**config.mk**
```make
export PLATFORM = sky130hd
export DESIGN_NAME = dual_pi_speed_power_limiter
export DESIGN_NICKNAME = d
export VERILOG_FILES = /design/src/rtl/dpsl_pkg.sv /design/src/rtl/dual_pi_speed_power_limiter.sv
export SDC_FILE = /design/constraint.sdc
export NUM_CORES = 2
export LEC_CHECK = 0
export BUFFER_PORTS_ARGS = -buffer_cell sky130_fd_sc_hd__buf_4
export CAP_MARGIN = 20
export CELL_PAD_IN_SITES_DETAIL_PLACEMENT = 1
export CELL_PAD_IN_SITES_GLOBAL_PLACEMENT = 2
export CORE_UTILIZATION = 30
export CTS_CLUSTER_DIAMETER = 200
export DETAILED_ROUTE_END_ITERATION = 8
export GPL_ROUTABILITY_DRIVEN = 0
export PLACE_DENSITY_LB_ADDON = 0.1
export SYNTH_ARGS = -nofsm -noshare
export SYNTH_HDL_FRONTEND = slang
export SYNTH_SLANG_ARGS = --single-unit
```
**constraint.sdc**
```tcl
create_clock -name clk -period 30.1 [get_ports clk]
set_input_delay 6.02 -clock clk [delete_from_list [all_inputs] [get_ports clk]]
set_output_delay 6.02 -clock clk [all_outputs]
set_load 0.01 [all_outputs]
```
**src/rtl/dpsl_pkg.sv**
```systemverilog
// Package: widths, register indexes, reset values and helpers for the speed/power limiter.
`timescale 1ns / 1ps
`default_nettype none

package dpsl_pkg;

    localparam int VALUE_WIDTH_DEF = 16;

    // Field widths
    localparam int PCT_W   = 15;  // unsigned Q7.8 percent
    localparam int MEAS_W  = 16;  // signed Q8.8 measurement
    localparam int KP_W    = 12;  // unsigned Q4.8
    localparam int KI_W    = 16;  // unsigned Q0.16
    localparam int ERR_W   = 18;  // setpoint minus measurement
    localparam int PI_W    = KI_W + 1 + ERR_W;  // integral product
    localparam int PP_W    = KP_W + 1 + ERR_W;  // proportional product
    localparam int ISTEP_W = PI_W - 16;
    localparam int PSTEP_W = PP_W - 8;
    localparam int ACC_W   = 24;  // sums before clamping

    localparam int IN_DATA_W  = 48;
    localparam int OUT_DATA_W = 48;
    localparam int CFG_IDX_W  = 3;
    localparam int CFG_DATA_W = 16;

    localparam logic [PCT_W-1:0] FULL_SCALE = 15'd25600;

    // Register indexes
    localparam logic [CFG_IDX_W-1:0] REG_PROP_GAIN    = 3'd0;
    localparam logic [CFG_IDX_W-1:0] REG_INTEG_GAIN   = 3'd1;
    localparam logic [CFG_IDX_W-1:0] REG_DEAD_ZONE    = 3'd2;
    localparam logic [CFG_IDX_W-1:0] REG_SPEED_MIN    = 3'd3;
    localparam logic [CFG_IDX_W-1:0] REG_SPEED_MAX    = 3'd4;
    localparam logic [CFG_IDX_W-1:0] REG_POWER_TARGET = 3'd5;

    // Reset values
    localparam logic [KP_W-1:0]  PROP_GAIN_RST    = 12'd256;
    localparam logic [KI_W-1:0]  INTEG_GAIN_RST   = 16'd1311;
    localparam logic [PCT_W-1:0] DEAD_ZONE_RST    = 15'd2560;
    localparam logic [PCT_W-1:0] SPEED_MIN_RST    = 15'd2560;
    localparam logic [PCT_W-1:0] SPEED_MAX_RST    = 15'd8533;
    localparam logic [PCT_W-1:0] POWER_TARGET_RST = 15'd25600;

    typedef logic signed [ACC_W-1:0] acc_t;

    // Apply upper bound first, lower bound last
    function automatic acc_t clamp_hi_lo(input acc_t v, input acc_t lo, input acc_t hi);
        acc_t r;
        r = v;
        if (r > hi)
        begin
            r = hi;
        end
        if (r < lo)
        begin
            r = lo;
        end
        return r;
    endfunction

endpackage : dpsl_pkg

`default_nettype wire

```
**src/rtl/dual_pi_speed_power_limiter.sv**
```systemverilog
// Top level: dual PI speed and power loops with min select and speed loop lock.
`timescale 1ns / 1ps
`default_nettype none

// One item is one control tick. It is taken into an input register. Both PI
// updates run through combinational logic into the result register, which is
// loaded from the input register once it is empty or its result is being taken.
// A new item is taken every cycle while m_tready is high. The integrators and
// lock are written in the cycle that the item is processed, so the next item
// always sees them. The input register can take one more item while a finished
// result waits on m_tready; once both are full the input stalls until the result
// is taken. Configuration is written through cfg_valid/cfg_index/cfg_data (always
// ready); unknown indexes are dropped.
module dual_pi_speed_power_limiter
    import dpsl_pkg::*;
#(
    parameter int VALUE_WIDTH = VALUE_WIDTH_DEF
)
(
    input  wire logic                  clk,
    input  wire logic                  rst_n,
    input  wire logic                  s_tvalid,
    output      logic                  s_tready,
    // [14:0] speed_setpoint, [30:15] measured_speed, [46:31] measured_power
    input  wire logic [IN_DATA_W-1:0]  s_tdata,
    output      logic                  m_tvalid,
    input  wire logic                  m_tready,
    // [14:0] drive_level, [29:15] speed_command, [44:30] power_command
    output      logic [OUT_DATA_W-1:0] m_tdata,
    // [0] power_limited
    output      logic                  m_tuser,
    input  wire logic                  cfg_valid,
    output      logic                  cfg_ready,
    input  wire logic [CFG_IDX_W-1:0]  cfg_index,
    input  wire logic [CFG_DATA_W-1:0] cfg_data
);

    // Stored values never exceed the 15-bit clamps nor the storage limit
    localparam int SW = (VALUE_WIDTH - 1 < PCT_W) ? VALUE_WIDTH - 1 : PCT_W;
    localparam acc_t STORE_MAX = acc_t'((64'd1 << SW) - 64'd1);

    // Configuration registers
    logic [KP_W-1:0]  prop_gain_reg;
    logic [KI_W-1:0]  integ_gain_reg;
    logic [PCT_W-1:0] dead_zone_reg;
    logic [PCT_W-1:0] speed_min_reg;
    logic [PCT_W-1:0] speed_max_reg;
    logic [PCT_W-1:0] power_target_reg;

    // Loop state
    logic [SW-1:0] speed_integral_reg, speed_integral_next;
    logic [SW-1:0] power_integral_reg, power_integral_next;
    logic [SW-1:0] speed_hold_reg, speed_hold_next;
    logic          speed_lock_reg, speed_lock_next;

    // Input and result registers
    logic              in_valid_reg;
    logic [PCT_W-1:0]  in_setpoint_reg;
    logic [MEAS_W-1:0] in_speed_reg;
    logic [MEAS_W-1:0] in_power_reg;

    logic              out_valid_reg;
    logic [PCT_W-1:0]  out_drive_reg, out_drive_next;
    logic              out_limited_reg, out_limited_next;
    logic [PCT_W-1:0]  out_speed_reg, out_speed_next;
    logic [PCT_W-1:0]  out_power_reg, out_power_next;

    logic process;

    assign cfg_ready = 1'b1;
    assign process   = in_valid_reg && (!out_valid_reg || m_tready);
    assign s_tready  = !in_valid_reg || process;

    assign m_tvalid = out_valid_reg;
    assign m_tdata  = {3'b000, out_power_reg, out_speed_reg, out_drive_reg};
    assign m_tuser  = out_limited_reg;

    always_ff @(posedge clk or negedge rst_n)
    begin
        if (!rst_n)
        begin
            prop_gain_reg    <= PROP_GAIN_RST;
            integ_gain_reg   <= INTEG_GAIN_RST;
            dead_zone_reg    <= DEAD_ZONE_RST;
            speed_min_reg    <= SPEED_MIN_RST;
            speed_max_reg    <= SPEED_MAX_RST;
            power_target_reg <= POWER_TARGET_RST;
        end
        else if (cfg_valid)
        begin
            unique case (cfg_index)
                REG_PROP_GAIN:    prop_gain_reg    <= cfg_data[KP_W-1:0];
                REG_INTEG_GAIN:   integ_gain_reg   <= cfg_data[KI_W-1:0];
                REG_DEAD_ZONE:    dead_zone_reg    <= cfg_data[PCT_W-1:0];
                REG_SPEED_MIN:    speed_min_reg    <= cfg_data[PCT_W-1:0];
                REG_SPEED_MAX:    speed_max_reg    <= cfg_data[PCT_W-1:0];
                REG_POWER_TARGET: power_target_reg <= cfg_data[PCT_W-1:0];
                default:          ;
            endcase
        end
    end

    // Speed loop arithmetic
    logic [PCT_W-1:0]         sp_eff;
    logic signed [ERR_W-1:0]  spd_err;
    logic signed [PI_W-1:0]   spd_iprod;
    logic signed [PP_W-1:0]   spd_pprod;
    logic signed [ISTEP_W-1:0] spd_istep;
    logic signed [PSTEP_W-1:0] spd_pstep;
    acc_t spd_isum, spd_iclamp, spd_out, spd_oclamp;

    // Power loop arithmetic
    logic signed [ERR_W-1:0]  pwr_err;
    logic signed [PI_W-1:0]   pwr_iprod;
    logic signed [PP_W-1:0]   pwr_pprod;
    logic signed [ISTEP_W-1:0] pwr_istep;
    logic signed [PSTEP_W-1:0] pwr_pstep;
    acc_t pwr_isum, pwr_iclamp, pwr_out, pwr_cmd;

    acc_t smin_a, smax_a, full_a;

    always_comb
    begin
        smin_a = acc_t'({1'b0, speed_min_reg});
        smax_a = acc_t'({1'b0, speed_max_reg});
        full_a = acc_t'({1'b0, FULL_SCALE});

        sp_eff    = (in_setpoint_reg < dead_zone_reg) ? '0 : in_setpoint_reg;
        spd_err   = ERR_W'(signed'({1'b0, sp_eff})) - ERR_W'(signed'(in_speed_reg));
        spd_iprod = signed'({1'b0, integ_gain_reg}) * spd_err;
        spd_pprod = signed'({1'b0, prop_gain_reg}) * spd_err;
        // Round half up: add half an LSB, then arithmetic shift
        spd_istep = ISTEP_W'((spd_iprod + PI_W'(signed'(33'sd32768))) >>> 16);
        spd_pstep = PSTEP_W'((spd_pprod + PP_W'(signed'(33'sd128))) >>> 8);
        spd_isum  = acc_t'(spd_istep) + acc_t'({1'b0, speed_integral_reg});
        spd_iclamp = clamp_hi_lo(clamp_hi_lo(spd_isum, smin_a, smax_a), '0, STORE_MAX);
        spd_out   = acc_t'(spd_pstep) + spd_iclamp;
        spd_oclamp = clamp_hi_lo(clamp_hi_lo(spd_out, smin_a, smax_a), '0, STORE_MAX);

        pwr_err   = ERR_W'(signed'({1'b0, power_target_reg})) - ERR_W'(signed'(in_power_reg));
        pwr_iprod = signed'({1'b0, integ_gain_reg}) * pwr_err;
        pwr_pprod = signed'({1'b0, prop_gain_reg}) * pwr_err;
        pwr_istep = ISTEP_W'((pwr_iprod + PI_W'(signed'(33'sd32768))) >>> 16);
        pwr_pstep = PSTEP_W'((pwr_pprod + PP_W'(signed'(33'sd128))) >>> 8);
        pwr_isum  = acc_t'(pwr_istep) + acc_t'({1'b0, power_integral_reg});
        pwr_iclamp = clamp_hi_lo(clamp_hi_lo(pwr_isum, '0, full_a), '0, STORE_MAX);
        pwr_out   = acc_t'(pwr_pstep) + pwr_iclamp;
        pwr_cmd   = clamp_hi_lo(pwr_out, '0, full_a);

        // Freeze the speed loop while locked
        if (speed_lock_reg)
        begin
            speed_integral_next = speed_integral_reg;
            speed_hold_next     = speed_hold_reg;
        end
        else
        begin
            speed_integral_next = spd_iclamp[SW-1:0];
            speed_hold_next     = spd_oclamp[SW-1:0];
        end
        power_integral_next = pwr_iclamp[SW-1:0];

        // Tie goes to the speed command
        if (acc_t'({1'b0, speed_hold_next}) <= pwr_cmd)
        begin
            speed_lock_next  = 1'b0;
            out_limited_next = 1'b0;
            out_drive_next   = PCT_W'(speed_hold_next);
        end
        else
        begin
            speed_lock_next  = 1'b1;
            out_limited_next = 1'b1;
            out_drive_next   = pwr_cmd[PCT_W-1:0];
        end
        out_speed_next = PCT_W'(speed_hold_next);
        out_power_next = pwr_cmd[PCT_W-1:0];
    end

    always_ff @(posedge clk or negedge rst_n)
    begin
        if (!rst_n)
        begin
            in_valid_reg       <= 1'b0;
            out_valid_reg      <= 1'b0;
            speed_integral_reg <= '0;
            power_integral_reg <= '0;
            speed_hold_reg     <= '0;
            speed_lock_reg     <= 1'b0;
        end
        else
        begin
            if (s_tready)
            begin
                in_valid_reg <= s_tvalid;
            end
            if (process)
            begin
                out_valid_reg      <= 1'b1;
                speed_integral_reg <= speed_integral_next;
                power_integral_reg <= power_integral_next;
                speed_hold_reg     <= speed_hold_next;
                speed_lock_reg     <= speed_lock_next;
            end
            else if (m_tready)
            begin
                out_valid_reg <= 1'b0;
            end
        end
    end

    // Payload registers
    always_ff @(posedge clk)
    begin
        if (s_tvalid && s_tready)
        begin
            in_setpoint_reg <= s_tdata[14:0];
            in_speed_reg    <= s_tdata[30:15];
            in_power_reg    <= s_tdata[46:31];
        end
        if (process)
        begin
            out_drive_reg   <= out_drive_next;
            out_limited_reg <= out_limited_next;
            out_speed_reg   <= out_speed_next;
            out_power_reg   <= out_power_next;
        end
    end

endmodule : dual_pi_speed_power_limiter

`default_nettype wire

```
==> run summary <==
status: finished clean
Finished Cell Area: 58300 sq um
async set or reset register ratio after synthesis: 0.594
CTS hold repair buffers: 0
global route overflow: 0
Wirelength per Cell: 23.3 um
Via density: 5.10
clock latency on the worst-skew pair: 0.67 ns
DP Area: 57200 sq um
number of synthesized flops with an enable pin: 93
Detailed Route WL: 196 mm
first-pass GRT wire length: 300 mm
Cell Count Post-Placement: 8327
synthesized cell area: 53300 sq um
Final Skew: 0.0253 ns
Max Freq: 35.5 MHz
Die H: 423 um
Iter 0 DRT Violations: 2252
register bit total from synthesis: 229
total CTS buffers: 30
Routed Antenna Nets: 0
Pre-antenna DRT Iters: 4
top cells by count, synth: 1046 x inv_1, 806 x fa_1, 647 x nand2_1, 618 x ha_1, 350 x and2_1
Worst EP required: 30.50 ns
CTS tree: built
Pins Over Slew Limit: 0
area leader, netlist: fa_1
dpl ws: 1.38 ns
minimum clock period: 28.20 ns
post-synth top area share: 0.303
CP max stage delay: 0.70 ns
maximum buffer depth of the clock tree: 3
DR vias: 42800
mean area per synthesized cell: 8.81 sq um
Worst Setup End Kind: flip-flop
Starting Density: 0.302
fin crit share: 0.937
Yosys cell types: 101
Tightest Pin Transition: 1.15 ns
setup total negative slack: 0 ns
non-filler instance count after layout: 8390
core area: 176000 sq um
H-tree depth: 1
final setup vio count: 0
met2 Usage GRT: 0.370
Resized Gates After CTS: 0
final-stage net count: 7517
DRC viols: 0
postcts setup bufs: 0
Worst path slowest cell: or4_1
M1 GR Usage: 0.314
Critical Path AT: 28.59 ns
IO buf count: 118
DP HPWL: 157 mm
Area contributors post-synth: fa_1 30%, ha_1 15%, inv_1 7.4%
GRT Total Usage: 0.222
sequential area share after synthesis: 0.117
Post-Syn Instances: 6044
Final Hold Violating Endpoints: 0
met3 Use GR: 0.0139
gr busiest metal: met2
Crit Path Max Fanout: 24
fill count: 20500
layout cell share with drive strength beyond 1: 0.0786
CP dominant cell by count: a21o_1
Layout area overhead: 9.45%
Reg clk slew, reported paths: 0.06 ns
Setup Crit Path Kind: flip-flop to flip-flop
vias in the first global route: 46500
RSZ-0062 raised after global routing: no
# IOs: 124
Worst Setup Slack, final: 1.90 ns
Max-slew headroom: 0.229
prevailing post-synth register cell: dfrtp_1
DIE AREA: 179000 sq um
Warnings, synthesis: 0
startpoint types: flip-flop
worst hold path class: flip-flop to flip-flop
num rows: 154
largest net degree at the start of global routing: 86
Die X: 423 um
clk root buf: clkbuf_16
# clock sinks: 229
max_cap viols: 0
count leader, synth: inv_1
initial antenna violation count: 20
[final timing paths]
| check | startpoint | end | slack, ns | cells after the start |
|---|---|---|---|---|
| setup / recovery | in_setpoint_reg[1]$_DFFE_PP_ | out_drive_reg[13]$_DFFE_PP_ | 1.90 | 110 |
| hold / removal | speed_hold_reg[10]$_DFFE_PN0P_ | speed_hold_reg[10]$_DFFE_PN0P_ | 0.48 | 2 |
| setup reg to reg | in_setpoint_reg[1]$_DFFE_PP_ | out_drive_reg[13]$_DFFE_PP_ | 1.90 | 110 |
| hold reg to reg | speed_hold_reg[10]$_DFFE_PN0P_ | speed_hold_reg[10]$_DFFE_PN0P_ | 0.48 | 2 |
| max in group asynchronous | rst_n | integ_gain_reg[15]$_DFFE_PN0P_ | 23.15 | 2 |
| min in group asynchronous | rst_n | power_integral_reg[2]$_DFFE_PN0P_ | 5.44 | 1 |
[stage by stage]
stage | hold slack (ns) | util
finish | 0.485 | 0.331
global route | 0.528 | 0.331
CTS | 0.491 | 0.330
detailed placement | 0.477 | 0.324
global placement | 0.472 | 0.324
floorplan | 0.456 | -
[routing by layer]
metal / vias to the layer above / part of all wire
met4: 2 / 0.025
met1: 22300 / 0.47
met3: 131 / 0.032
met2: 639 / 0.47
met5: - / 0.000056
li1: 19700 / -
[cell families after synthesis]
kind of cell | Yosys count | synth area share
other | 2 | 0.000141
flip-flops | 229 | 0.117
buffers and inverters | 1381 | 0.0979
multiplexers | 76 | 0.0158
AND/OR/NAND/NOR | 1860 | 0.178
AO/OA/AOI/OAI | 926 | 0.120
XOR/XNOR | 146 | 0.0240
adder cells (fa/ha/maj) | 1424 | 0.448
[final cells by class]
cell class | instances | area (sq um) | share of cell area
Antenna cell | 5 | 12.5 | 0.000215
Clock buffer | 38 | 832 | 0.0143
Clock inverter | 18 | 198 | 0.00339
Inverter | 1053 | 3950 | 0.0678
Multi-Input combinational cell | 4444 | 42200 | 0.723
Sequential cell | 229 | 6220 | 0.107
Tap cell | 2340 | 2930 | 0.0502
Timing Repair Buffer | 263 | 2010 | 0.0345
[worst max-delay path, delay by kind of cell, from the launching register on]
kind,cells,cell delay (ns)
DFF,1,0.46
and+or+nand+nor,19,4.52
buffers and inverters,9,1.14
muxes,1,0.42
AOI/OAI and AO/OA,60,12.63
adders and majority gates,18,7.23
xor gates and xnor gates,3,1.42
[layout by cell type (no fill, tap or decap), types with 75 or more instances in the layout]
| cell | n |
|---|---|
| a21o_1 | 99 |
| nor2b_1 | 75 |
| dfrtp_1 | 115 |
| nand3_1 | 166 |
| nor2_1 | 201 |
| buf_4 | 259 |
| nand2_1 | 646 |
| and2_1 | 349 |
| fa_1 | 806 |
| ha_1 | 618 |
| xnor2_1 | 87 |
| edfxtp_1 | 93 |
| a21oi_1 | 180 |
| inv_1 | 1046 |
| o21ai_0 | 140 |
Power is not shown: default switching activity piles up to over one toggle a cycle in this logic, so the estimate is an artifact.
